--- src/rtl/percent_decoder_unit_assert.svh ---
// Assertion macros for the percent decoder unit.
// Included by the top level; depends on nothing else.
`ifndef PERCENT_DECODER_UNIT_ASSERT_SVH
`define PERCENT_DECODER_UNIT_ASSERT_SVH

// Same-cycle implication checked at every rising clock edge outside reset.
`define PDU_ASSERT_IMP(label, clk, rst_n, ante, cons, msg) \
    label: assert property (@(posedge clk) disable iff (!rst_n) (ante) |-> (cons)) \
        else $error(msg);

// Next-cycle implication checked at every rising clock edge outside reset.
`define PDU_ASSERT_NXT(label, clk, rst_n, ante, cons, msg) \
    label: assert property (@(posedge clk) disable iff (!rst_n) (ante) |=> (cons)) \
        else $error(msg);

`endif

--- src/rtl/pdu_pkg.sv ---
// Shared types and constants of the percent decoder unit.
// Used by the front end, the queue, the back end and the top level.
package pdu_pkg;

    // Characters with a special meaning in the escaped stream.
    localparam logic [7:0] PCT_CHAR   = 8'h25;
    localparam logic [7:0] PLUS_CHAR  = 8'h2B;
    localparam logic [7:0] SPACE_CHAR = 8'h20;
    localparam int unsigned HEX_SHIFT = 4;

    // Most bytes one input can cause.
    localparam int unsigned MAX_RESULTS = 3;
    localparam int unsigned CNT_W       = $clog2(MAX_RESULTS + 1);

    // Command queue between front and back end.
    localparam int unsigned QUEUE_DEPTH = 2;
    localparam int unsigned QUEUE_AW    = $clog2(QUEUE_DEPTH);
    localparam int unsigned QUEUE_CW    = $clog2(QUEUE_DEPTH + 1);

    // Held-state codes of the front end.
    localparam logic [1:0] HELD_NONE  = 2'd0;
    localparam logic [1:0] HELD_PCT   = 2'd1;
    localparam logic [1:0] HELD_DIGIT = 2'd2;

    // One command: the bytes that one input produces, in output order.
    typedef struct packed {
        logic [CNT_W-1:0]               cnt;
        logic                           end_flag;
        logic [MAX_RESULTS-1:0][7:0]    data;
    } cmd_t;

    // Queue status seen by both ends.
    typedef struct packed {
        logic empty;
        logic full;
    } q_status_t;

endpackage

--- src/rtl/pdu_front.sv ---
// Front end of the percent decoder unit: accepts input bytes, tracks the
// held escape state and turns each byte into a command. Depends on pdu_pkg.
module pdu_front
    import pdu_pkg::*;
(
    input  logic        clk,
    input  logic        rst_n,
    input  logic        in_valid,
    output logic        in_ready,
    input  logic [7:0]  in_byte,
    input  logic        in_end,
    input  q_status_t   q_status,
    output logic        q_push,
    output cmd_t        q_cmd
);

    logic [1:0] held_count_reg;
    logic [1:0] held_count_next;
    logic [7:0] held_digit_reg;
    logic [7:0] held_digit_next;

    logic       accept;
    logic       in_hex;
    logic       fresh_hold;
    logic [7:0] fresh_byte;
    logic [7:0] decoded;
    cmd_t       cmd;

    // Value of a hex digit; non-digits map to zero.
    function automatic logic [3:0] hex_value(input logic [7:0] c);
        logic [7:0] v;
        begin
            v = 8'd0;
            if (c inside {[8'h30:8'h39]}) begin
                v = c - 8'h30;
            end else if (c inside {[8'h41:8'h46]}) begin
                v = c - 8'h41 + 8'd10;
            end else if (c inside {[8'h61:8'h66]}) begin
                v = c - 8'h61 + 8'd10;
            end
            return v[3:0];
        end
    endfunction

    // The front end takes a byte whenever the queue has room.
    assign in_ready = !q_status.full;
    assign accept   = in_valid && in_ready;

    // Classification of the incoming byte.
    assign in_hex     = in_byte inside {[8'h30:8'h39], [8'h41:8'h46], [8'h61:8'h66]};
    assign fresh_hold = (in_byte == PCT_CHAR) && !in_end;
    assign fresh_byte = (in_byte == PLUS_CHAR) ? SPACE_CHAR : in_byte;
    assign decoded    = {hex_value(held_digit_reg), hex_value(in_byte)};

    // Build the command and the next held state.
    always_comb
    begin
        cmd             = '0;
        cmd.end_flag    = in_end;
        held_count_next = HELD_NONE;
        held_digit_next = held_digit_reg;
        case (held_count_reg)
            HELD_PCT:
            begin
                if (in_hex) begin
                    if (in_end) begin
                        cmd.cnt     = CNT_W'(2);
                        cmd.data[0] = PCT_CHAR;
                        cmd.data[1] = in_byte;
                    end else begin
                        held_count_next = HELD_DIGIT;
                        held_digit_next = in_byte;
                    end
                end else begin
                    // Failed escape: literal percent, then a fresh scan.
                    cmd.data[0]     = PCT_CHAR;
                    cmd.data[1]     = fresh_byte;
                    cmd.cnt         = fresh_hold ? CNT_W'(1) : CNT_W'(2);
                    held_count_next = fresh_hold ? HELD_PCT : HELD_NONE;
                end
            end
            HELD_DIGIT:
            begin
                if (in_hex) begin
                    cmd.cnt     = CNT_W'(1);
                    cmd.data[0] = decoded;
                end else begin
                    // Failed escape after one digit: flush both, then rescan.
                    cmd.data[0]     = PCT_CHAR;
                    cmd.data[1]     = held_digit_reg;
                    cmd.data[2]     = fresh_byte;
                    cmd.cnt         = fresh_hold ? CNT_W'(2) : CNT_W'(3);
                    held_count_next = fresh_hold ? HELD_PCT : HELD_NONE;
                end
            end
            default:
            begin
                cmd.data[0]     = fresh_byte;
                cmd.cnt         = fresh_hold ? CNT_W'(0) : CNT_W'(1);
                held_count_next = fresh_hold ? HELD_PCT : HELD_NONE;
            end
        endcase
    end

    // Only bytes that produce output go into the queue.
    assign q_push = accept && (cmd.cnt != '0);
    assign q_cmd  = cmd;

    // Held escape state.
    always_ff @(posedge clk or negedge rst_n)
    begin
        if (!rst_n) begin
            held_count_reg <= HELD_NONE;
            held_digit_reg <= 8'd0;
        end else if (accept) begin
            held_count_reg <= held_count_next;
            held_digit_reg <= held_digit_next;
        end
    end

endmodule

--- src/rtl/pdu_queue.sv ---
// Short command queue between front and back end of the percent decoder.
// Depends on pdu_pkg.
module pdu_queue
    import pdu_pkg::*;
(
    input  logic       clk,
    input  logic       rst_n,
    input  logic       push,
    input  cmd_t       push_cmd,
    input  logic       pop,
    output cmd_t       pop_cmd,
    output q_status_t  status
);

    cmd_t                 entry_reg [QUEUE_DEPTH];
    logic [QUEUE_AW-1:0]  wr_ptr_reg;
    logic [QUEUE_AW-1:0]  rd_ptr_reg;
    logic [QUEUE_CW-1:0]  count_reg;
    logic [QUEUE_CW-1:0]  count_next;

    assign status.empty = (count_reg == '0);
    assign status.full  = (count_reg == QUEUE_CW'(QUEUE_DEPTH));
    assign pop_cmd      = entry_reg[rd_ptr_reg];

    // Occupancy follows the push and pop transfers.
    always_comb
    begin
        count_next = count_reg;
        if (push && !pop) begin
            count_next = count_reg + QUEUE_CW'(1);
        end else if (pop && !push) begin
            count_next = count_reg - QUEUE_CW'(1);
        end
    end

    // Pointers and occupancy.
    always_ff @(posedge clk or negedge rst_n)
    begin
        if (!rst_n) begin
            wr_ptr_reg <= '0;
            rd_ptr_reg <= '0;
            count_reg  <= '0;
        end else begin
            count_reg <= count_next;
            if (push) begin
                wr_ptr_reg <= wr_ptr_reg + QUEUE_AW'(1);
            end
            if (pop) begin
                rd_ptr_reg <= rd_ptr_reg + QUEUE_AW'(1);
            end
        end
    end

    // Entry storage.
    always_ff @(posedge clk)
    begin
        if (push) begin
            entry_reg[wr_ptr_reg] <= push_cmd;
        end
    end

endmodule

--- src/rtl/pdu_back.sv ---
// Back end of the percent decoder unit: takes commands from the queue and
// sends their bytes out one per transfer. Depends on pdu_pkg.
module pdu_back
    import pdu_pkg::*;
(
    input  logic        clk,
    input  logic        rst_n,
    input  q_status_t   q_status,
    input  cmd_t        q_cmd,
    output logic        q_pop,
    output logic        out_valid,
    input  logic        out_ready,
    output logic [7:0]  out_byte,
    output logic        run_last,
    output logic        string_end
);

    cmd_t             cmd_reg;
    logic [CNT_W-1:0] idx_reg;
    logic [CNT_W-1:0] idx_next;
    logic             busy_reg;
    logic             busy_next;
    logic             out_xfer;
    logic             is_last;

    assign out_valid  = busy_reg;
    assign out_xfer   = busy_reg && out_ready;
    assign is_last    = (idx_reg == cmd_reg.cnt - CNT_W'(1));
    assign run_last   = is_last;
    assign string_end = is_last && cmd_reg.end_flag;

    // Byte selected by the position within the current command.
    always_comb
    begin
        case (idx_reg)
            CNT_W'(0): out_byte = cmd_reg.data[0];
            CNT_W'(1): out_byte = cmd_reg.data[1];
            CNT_W'(2): out_byte = cmd_reg.data[2];
            default:   out_byte = cmd_reg.data[0];
        endcase
    end

    // Load a new command when idle or when the current one finishes.
    assign q_pop = !q_status.empty && (!busy_reg || (out_xfer && is_last));

    always_comb
    begin
        idx_next  = idx_reg;
        busy_next = busy_reg;
        if (q_pop) begin
            idx_next  = '0;
            busy_next = 1'b1;
        end else if (out_xfer) begin
            if (is_last) begin
                busy_next = 1'b0;
            end else begin
                idx_next = idx_reg + CNT_W'(1);
            end
        end
    end

    // Control state.
    always_ff @(posedge clk or negedge rst_n)
    begin
        if (!rst_n) begin
            idx_reg  <= '0;
            busy_reg <= 1'b0;
        end else begin
            idx_reg  <= idx_next;
            busy_reg <= busy_next;
        end
    end

    // Current command.
    always_ff @(posedge clk)
    begin
        if (q_pop) begin
            cmd_reg <= q_cmd;
        end
    end

endmodule

--- src/rtl/percent_decoder_unit.sv ---
// Percent decoder unit: streaming URL form decoder. It takes one escaped
// byte per transfer and sends out decoded bytes; "%hh" becomes one byte,
// "+" becomes a space, and a broken escape is passed through literally.
// An input byte that yields at most one output byte is taken every cycle
// while the command queue has room; a byte that yields more than one output
// byte holds the single output port until all are sent, and a two-entry
// command queue lets input run ahead meanwhile. A decoded byte passes
// through a queue entry and the back end's command register before output.
// Depends on pdu_pkg, pdu_front, pdu_queue, pdu_back and the assertion header.
`include "percent_decoder_unit_assert.svh"

module percent_decoder_unit
    import pdu_pkg::*;
(
    input  logic        clk,
    input  logic        rst_n,
    input  logic        in_valid,
    output logic        in_ready,
    input  logic [7:0]  in_byte,
    input  logic        in_end,
    output logic        out_valid,
    input  logic        out_ready,
    output logic [7:0]  out_byte,
    output logic        run_last,
    output logic        string_end
);

    q_status_t q_status;
    logic      q_push;
    logic      q_pop;
    cmd_t      push_cmd;
    cmd_t      pop_cmd;

    // Input side: escape tracking and command building.
    pdu_front u_front (
        .clk      (clk),
        .rst_n    (rst_n),
        .in_valid (in_valid),
        .in_ready (in_ready),
        .in_byte  (in_byte),
        .in_end   (in_end),
        .q_status (q_status),
        .q_push   (q_push),
        .q_cmd    (push_cmd)
    );

    // Decoupling queue.
    pdu_queue u_queue (
        .clk      (clk),
        .rst_n    (rst_n),
        .push     (q_push),
        .push_cmd (push_cmd),
        .pop      (q_pop),
        .pop_cmd  (pop_cmd),
        .status   (q_status)
    );

    // Output side: byte sequencing.
    pdu_back u_back (
        .clk        (clk),
        .rst_n      (rst_n),
        .q_status   (q_status),
        .q_cmd      (pop_cmd),
        .q_pop      (q_pop),
        .out_valid  (out_valid),
        .out_ready  (out_ready),
        .out_byte   (out_byte),
        .run_last   (run_last),
        .string_end (string_end)
    );

    // Checks on the internal handoff and output marking.
    `PDU_ASSERT_IMP(a_push_not_full, clk, rst_n, q_push, !q_status.full, "push into full queue")
    `PDU_ASSERT_IMP(a_pop_not_empty, clk, rst_n, q_pop, !q_status.empty, "pop from empty queue")
    `PDU_ASSERT_IMP(a_end_is_last, clk, rst_n, out_valid && string_end, run_last,
        "string end on a byte that is not last of its run")
    `PDU_ASSERT_NXT(a_end_queued, clk, rst_n, in_valid && in_ready && in_end,
        !q_status.empty, "final byte of a string produced no command")

endmodule
--- config.mk ---
export PLATFORM = sky130hd
export DESIGN_NAME = percent_decoder_unit
export DESIGN_NICKNAME = d
export VERILOG_FILES = /design/src/rtl/pdu_pkg.sv /design/src/rtl/pdu_front.sv /design/src/rtl/pdu_queue.sv /design/src/rtl/pdu_back.sv /design/src/rtl/percent_decoder_unit.sv
export VERILOG_INCLUDE_DIRS = /design/src /design/src/rtl
export SDC_FILE = /design/constraint.sdc
export NUM_CORES = 1
export LEC_CHECK = 0
export BUFFER_PORTS_ARGS = -buffer_cell sky130_fd_sc_hd__buf_2
export CORE_MARGIN = 5
export CORE_UTILIZATION = 50
export CTS_CLUSTER_SIZE = 16
export DETAILED_ROUTE_END_ITERATION = 8
export PLACE_DENSITY_LB_ADDON = 0.05
export SLEW_MARGIN = 15
export SYNTH_ARGS = -nofsm -noshare
export SYNTH_HDL_FRONTEND = slang
export SYNTH_SLANG_ARGS = --single-unit
export TNS_END_PERCENT = 100
--- constraint.sdc ---
create_clock -name clk -period 5 [get_ports clk]
set_input_delay 0.5 -clock clk [delete_from_list [all_inputs] [get_ports clk]]
set_output_delay 0.5 -clock clk [all_outputs]
set_load 0.05 [all_outputs]
==> results of run 1 <==
[final cells by class]
cell class / instances / area share [%]
sequential: 98 / 57.2
multi-input combinational: 203 / 32.6
timing repair buffer: 27 / 2.86
tap: 111 / 2.78
clock buffer: 9 / 2.48
inverter: 15 / 1.13
clock inverter: 7 / 0.877
[cells in the mapped netlist, types with 4 or more instances]
library cell  instances
nand2b_1              5
a22oi_1               9
nand2_1              23
and3_2                4
dfrtp_1              17
a21oi_1               7
a22o_1                7
o21ai_0              15
mux2_2               32
mux2i_1               6
clkbuf_1              6
inv_1                15
xnor2_1               5
edfxtp_1             81
buf_6                 5
ha_1                 13
nand3_1               4
o21bai_1              4
nor2_1               15
[power breakdown]
| group | internal, W | leakage, nW | switching [W] | total, W |
|---|---|---|---|---|
| Clock | 0.000180 | 0.0884 | 0.000267 | 0.000447 |
| Combinational | 0.000294 | 0.786 | 0.000621 | 0.000915 |
| Sequential | 0.00114 | 0.962 | 0.000107 | 0.00125 |
[stage by stage]
| stage | worst slack (ns) | cells |
|---|---|---|
| floorplan | 0.839 | 330 |
| global placement | 1.94 | 454 |
| detailed placement | 1.87 | 454 |
| CTS | 2.24 | 470 |
| global route | 2.06 | 470 |
| finish | 2.23 | 470 |
[path summary, 6_finish.rpt]
check | endpoint | cells after the start | from | slack (ns)
worst min-delay path | u_back.out_valid$_DFFE_PN0P_ | 1 | rst_n | 0.07
max in group asynchronous | u_queue.rd_ptr_reg$_DFFE_PN0P_ | 1 | rst_n | 4.61
worst min register to register | u_queue.count_reg[1]$_DFFE_PN0P_ | 1 | u_queue.count_reg[1]$_DFFE_PN0P_ | 0.50
worst max-delay path | u_queue.count_reg[1]$_DFFE_PN0P_ | 12 | in_byte[1] | 2.23
min in group clk | u_queue.entry_reg[1][24]$_DFFE_PP_ | 1 | in_end | 0.41
worst max register to register | u_queue.count_reg[1]$_DFFE_PN0P_ | 11 | u_front.held_count_reg[0]$_DFFE_PN0P_ | 2.39
[routing by layer]
| metal | vias up | share of wire, % | routed length (um) | global-route usage, % |
|---|---|---|---|---|
| met2 | 42 | 45 | 3700 | 23.3 |
| li1 | 1293 | - | - | - |
| met5 | - | 0 | 0 | 0 |
| met1 | 1282 | 51 | 4180 | 23.1 |
| met3 | 9 | 3.1 | 255 | 3.28 |
| met4 | 0 | 1.2 | 103 | 4.07 |
[worst max-delay path, stage by stage]
cell and delay, ns:
buf_2 0.14, inv_1 0.10, ha_1 0.22, or4bb_1 0.55
or3_1 0.39, and2_4 0.19, a21oi_1 0.26, nor2_1 0.08
ha_1 0.20, xor2_1 0.14, nor2_1 0.12, xor2_1 0.15
[cell families after synthesis]
family | after synthesis | share of synthesized area (%)
AOI/OAI and AO/OA | 62 | 10.5
xor gates and xnor gates | 8 | 1.52
adders and majority gates | 13 | 3.52
buffers and inverters | 29 | 3.17
DFF | 98 | 61.8
muxes | 38 | 9.10
and+or+nand+nor | 82 | 10.4
==> key figures, run 1 <==
Placed design
  • RD Place Congestion: about 0.79
  • Number of I/O port buffers: 24
  • DP Area: 4830 um^2
  • Final HPWL DP: about 5700 um

Final layout
  • Finished Core Util: 54.8%
  • Layout cell share with drive strength beyond 1: around 26%
  • Multi-input gate area: about 1600 um^2
  • Most frequent cells in the layout: edfxtp_1, mux2_2, buf_2
  • Sequential cell area: 2860 um^2
  • Final #Nets: 380
  • Layout Area Growth over Synthesis: 8.10%
  • Number of flip-flops in the largest register: 54
  • Filler Cells Inserted: 802
  • Commonest non-fill, non-tap cell in the layout: edfxtp_1
  • Design area: 4990 um^2
  • ANT cells: 0

Power and ir drop
  • Power Dens Cells: between 500 and 600 nW/um^2
  • Overall Power: roughly 0.0026 W
  • Max IR drop VDD: between 200 and 300 uV
  • Leakage power total: 1.84 nW

Synthesis
  • Post-synth top area cell: edfxtp_1
  • Ranking of synthesized cells by area: edfxtp_1, dfrtp_1, mux2_2
  • Post-synthesis cell type count: 59
  • Top_reg_cell synth: edfxtp_1
  • Async SR Flop Fraction: between 10% and 20%
  • Cells after Synth: 330
  • Synth Net Count: 356
  • Yosys reg bits: 98
  • Synthesized area per cell: between 10 and 15 um^2
  • Number of synthesized flops with an enable pin: ~80
  • Share of the synthesized area in the top cell type: 52.6%
  • Yosys warning total: 0
  • Sequential area share after synthesis: between 60% and 70%
  • Syn Std Cell Area: 4620 um^2

Timing
  • RSZ-0062 raised after global routing: false
  • Final min period: 2.77 ns
  • Worst-margin pin slew: ~0.65 ns
  • Final hold violations: 0
  • Pins Over Slew Limit: 0
  • Setup Viol. Count Final: 0
  • Crit share post-route: about 55%
  • Hold slack: ~0.075 ns
  • Worst Skew: 0.00698 ns
  • Final setup TNS: 0 ns
  • Maximum clock frequency: between 0.3 and 0.4 GHz
  • Slew headroom: a little under three fifths

Drt
  • DRC violations left: 0
  • Routed len/inst: about 18 um
  • Initial drt markers: around 110
  • Initial DRT Pass Iterations: 4
  • Via count: ~2,600
  • Final WL: approximately 8000 um
  • DR vias/cell: between 5 and 6
  • DRT antenna net count: 0

Global routing
  • Initial antenna violation count: 0
  • Pin count of the biggest net entering global routing: 32
  • Tot GR Track Use: between 10% and 20%
  • Total congestion overflow: 0
  • First-pass GRT wire length: around 14,000 um
  • Vias in the first global route: about 2,600

Run
  • Max cap viols: 0

CTS
  • Hold_buf cts: 0
  • Clk buf depth: 2
  • Worst-Skew Late Latency: 0.35 ns
  • CTS tree: done
  • Post CTS Setup Buffer Count: 0
  • Worst-path clk slew: 0.09 ns
  • Root Buffer Master: clkbuf_8
  • Resized cells post-CTS: 0
  • Clk sinks: 98
  • Number of CTS-inserted buffers: 9
  • H-tree lvl count: 3

Floorplan
  • Die Ht: between 100 and 150 um
  • IO Pins: 25
  • Die X: between 100 and 150 um
  • Num rows: 35
  • Core footprint: approximately 9000 um^2
  • Die area: ~11,000 um^2
  • Initial Utilization: roughly half

Worst setup path
  • Startpoint type of the worst setup path: input pin
  • Critical path class: in2reg
  • Worst EP required: 5.28 ns
  • Crit path DAT: between 3 and 4 ns
  • Setup crit end kind: flop
  • Maximum net fanout on the critical path: 8

Hold path
  • Worst min path class: in2async

Run status
  • Outcome: finished clean
No activity file was read; power rests on OpenSTA's default activity.
==> run 2, diff against run 1 <==
clock period = 2.8 ns   (was 5 ns; I/O delays follow)
==> run 2 against run 1 <==
Sequential power grew 72%. Combinational power grew 98%. Non-clock buffer count increased by 14. Sequential share of layout area fell by 2.6 points. Critical path type is now reg2reg.
==> key figures, run 2 (synthesized netlist as in run 1, its figures left out) <==
Worst setup path
  • Startpoint type of the worst setup path: flop
  • Crit-path max cell delay: between 0.5 and 0.6 ns
  • Buf+Inv Stages, Crit Path: 1
  • Delay-heaviest family, CP: compound AO/OA/AOI/OAI gates
  • Crit path DAT: about 2.4 ns
  • Worst path cell trace: inv_1 -> ha_1 -> o21bai_1 -> a2111oi_2 -> nor3b_1 -> a221oi_1 -> o21ai_0
  • Crit. path cell count: 7
  • Critical Path Slowest Stage Cell: a2111oi_2
  • Critical path class: reg2reg
  • Setup crit end kind: flop
  • Maximum net fanout on the critical path: 7
  • Worst EP required: about 2.9 ns
  • Reg2reg path depth: 7

Drt
  • DRT antenna net count: 0
  • DR WL met3: approximately 330 um
  • Initial drt markers: around 140
  • DR WL met2: around 4000 um
  • DR vias/cell: about 5.6
  • M1 wire length: between 4000 and 5000 um
  • Initial DRT Pass Iterations: 4
  • Uppermost routed layer: met4
  • DRC violations left: 0
  • Final WL: approximately 8500 um
  • Routed len/inst: approximately 18 um
  • Via count: around 2,700

CTS
  • Clk sinks: just under 100
  • Clk buf depth: 2
  • Post CTS Setup Buffer Count: 0
  • Number of CTS-inserted buffers: 9
  • Root Buffer Master: clkbuf_8
  • CTS tree: done
  • H-tree lvl count: 3
  • Worst-Skew Late Latency: between 0.3 and 0.4 ns
  • Worst-path clk slew: around 0.09 ns

Placed design
  • DP Area: ~5000 um^2
  • DP Cell Count: about 470
  • RD Place Congestion: approximately 0.83
  • Number of I/O port buffers: 24
  • Final HPWL DP: approximately 6000 um

Floorplan
  • Initial Utilization: 50.7%
  • Die area: 11,300 um^2
  • Die Ht: about 110 um
  • Core footprint: between 9000 and 10,000 um^2
  • Num rows: 35
  • IO Pins: 25
  • Die X: between 100 and 150 um

Global routing
  • First-pass GRT wire length: about 14,000 um
  • Initial antenna violation count: 0
  • Total congestion overflow: 0
  • Tot GR Track Use: between 10% and 20%
  • Pin count of the biggest net entering global routing: 31
  • Vias in the first global route: roughly 2,700

Timing
  • RSZ-0062 raised after global routing: false
  • Crit share post-route: ~84%
  • Slew headroom: 62.5%
  • Worst-margin pin slew: 0.555 ns
  • Worst Skew: about 0.011 ns
  • Hold slack: approximately 0.20 ns
  • Final hold violations: 0
  • Final min period: 2.35 ns
  • Pins Over Slew Limit: 0
  • Maximum clock frequency: between 0.4 and 0.5 GHz
  • Setup Viol. Count Final: 0

Power and ir drop
  • Power Dens Cells: 964 nW/um^2
  • Leakage power total: about 2 nW
  • Max IR drop VDD: about 640 uV

Hold path
  • Worst min path class: in2reg
  • Hold Path Depth: 1

Run status
  • Outcome: finished clean

Final layout
  • Commonest non-fill, non-tap cell in the layout: edfxtp_1
  • Number of flip-flops in the largest register: 54
  • ANT cells: 0
  • Final non-filler cell total: between 400 and 500
  • Layout cell share with drive strength beyond 1: between 20% and 30%
  • Most frequent cells in the layout: edfxtp_1, mux2_2, buf_2
  • Final #Nets: roughly 390
  • Layout Area Growth over Synthesis: 13.2%
  • Design area: between 5000 and 6000 um^2

Run
  • Max cap viols: 0
[run 2: per-layer routing]
| layer | global-route usage [%] | vias to the layer above |
|---|---|---|
| met5 | 0 | - |
| met4 | 4.53 | 0 |
| met3 | 3.76 | 11 |
| met2 | 24.5 | 65 |
| met1 | 24.0 | 1294 |
| li1 | - | 1318 |
[run 2: repair_timing]
| item | in CTS | in global routing |
|---|---|---|
| hold endpoints to repair | 17 | 0 |
| hold buffers | 1 | 0 |
| gates resized for setup | 0 | 0 |
[run 2: through the flow]
step	worst slack (ns)	utilization, %	power, W	setup TNS, ns
floorplan	-0.212	-	0.00355	-11.44
global placement	0.191	54.7	0.00400	0
detailed placement	0.134	54.7	0.00402	0
CTS	0.467	57.4	0.00510	0
global route	0.178	57.4	0.00534	0
finish	0.452	57.4	0.00504	0
[run 2: worst register-to-register path, cell delays in order, from the launching register on]
cell and delay, ns:
dfrtp_1 0.49, inv_1 0.15, ha_1 0.18, o21bai_1 0.08
a2111oi_2 0.59, nor3b_1 0.10, a221oi_1 0.28, o21ai_0 0.20
[run 2: worst paths after layout]
check                                                            from                                    end  slack (ns)
worst max-delay path            u_front.held_digit_reg[0]$_DFFE_PN0P_      u_queue.entry_reg[0][6]$_DFFE_PP_        0.45
worst min-delay path                                           in_end     u_queue.entry_reg[0][24]$_DFFE_PP_        0.20
worst max register to register  u_front.held_digit_reg[0]$_DFFE_PN0P_      u_queue.entry_reg[0][6]$_DFFE_PP_        0.45
worst min register to register       u_queue.count_reg[1]$_DFFE_PN0P_       u_queue.count_reg[1]$_DFFE_PN0P_        0.50
max in group asynchronous                                       rst_n  u_front.held_digit_reg[3]$_DFFE_PN0P_        2.00
min in group asynchronous                                       rst_n          u_back.idx_reg[1]$_DFFE_PN0P_        0.44
[run 2: layout make-up]
class | instances | area, um^2
fill | 751 | 3880
sequential | 98 | 2860
multi-input combinational | 203 | 1660
timing repair buffer | 41 | 275
tap | 111 | 139
clock buffer | 11 | 131
clock inverter | 5 | 108
inverter | 15 | 56.3
[run 2: where the power goes]
| group | switching (W) | leakage (nW) | internal (W) |
|---|---|---|---|
| Sequential | 0.000116 | 0.963 | 0.00204 |
| Clock | 0.000477 | 0.119 | 0.000601 |
| Combinational | 0.00122 | 0.864 | 0.000593 |
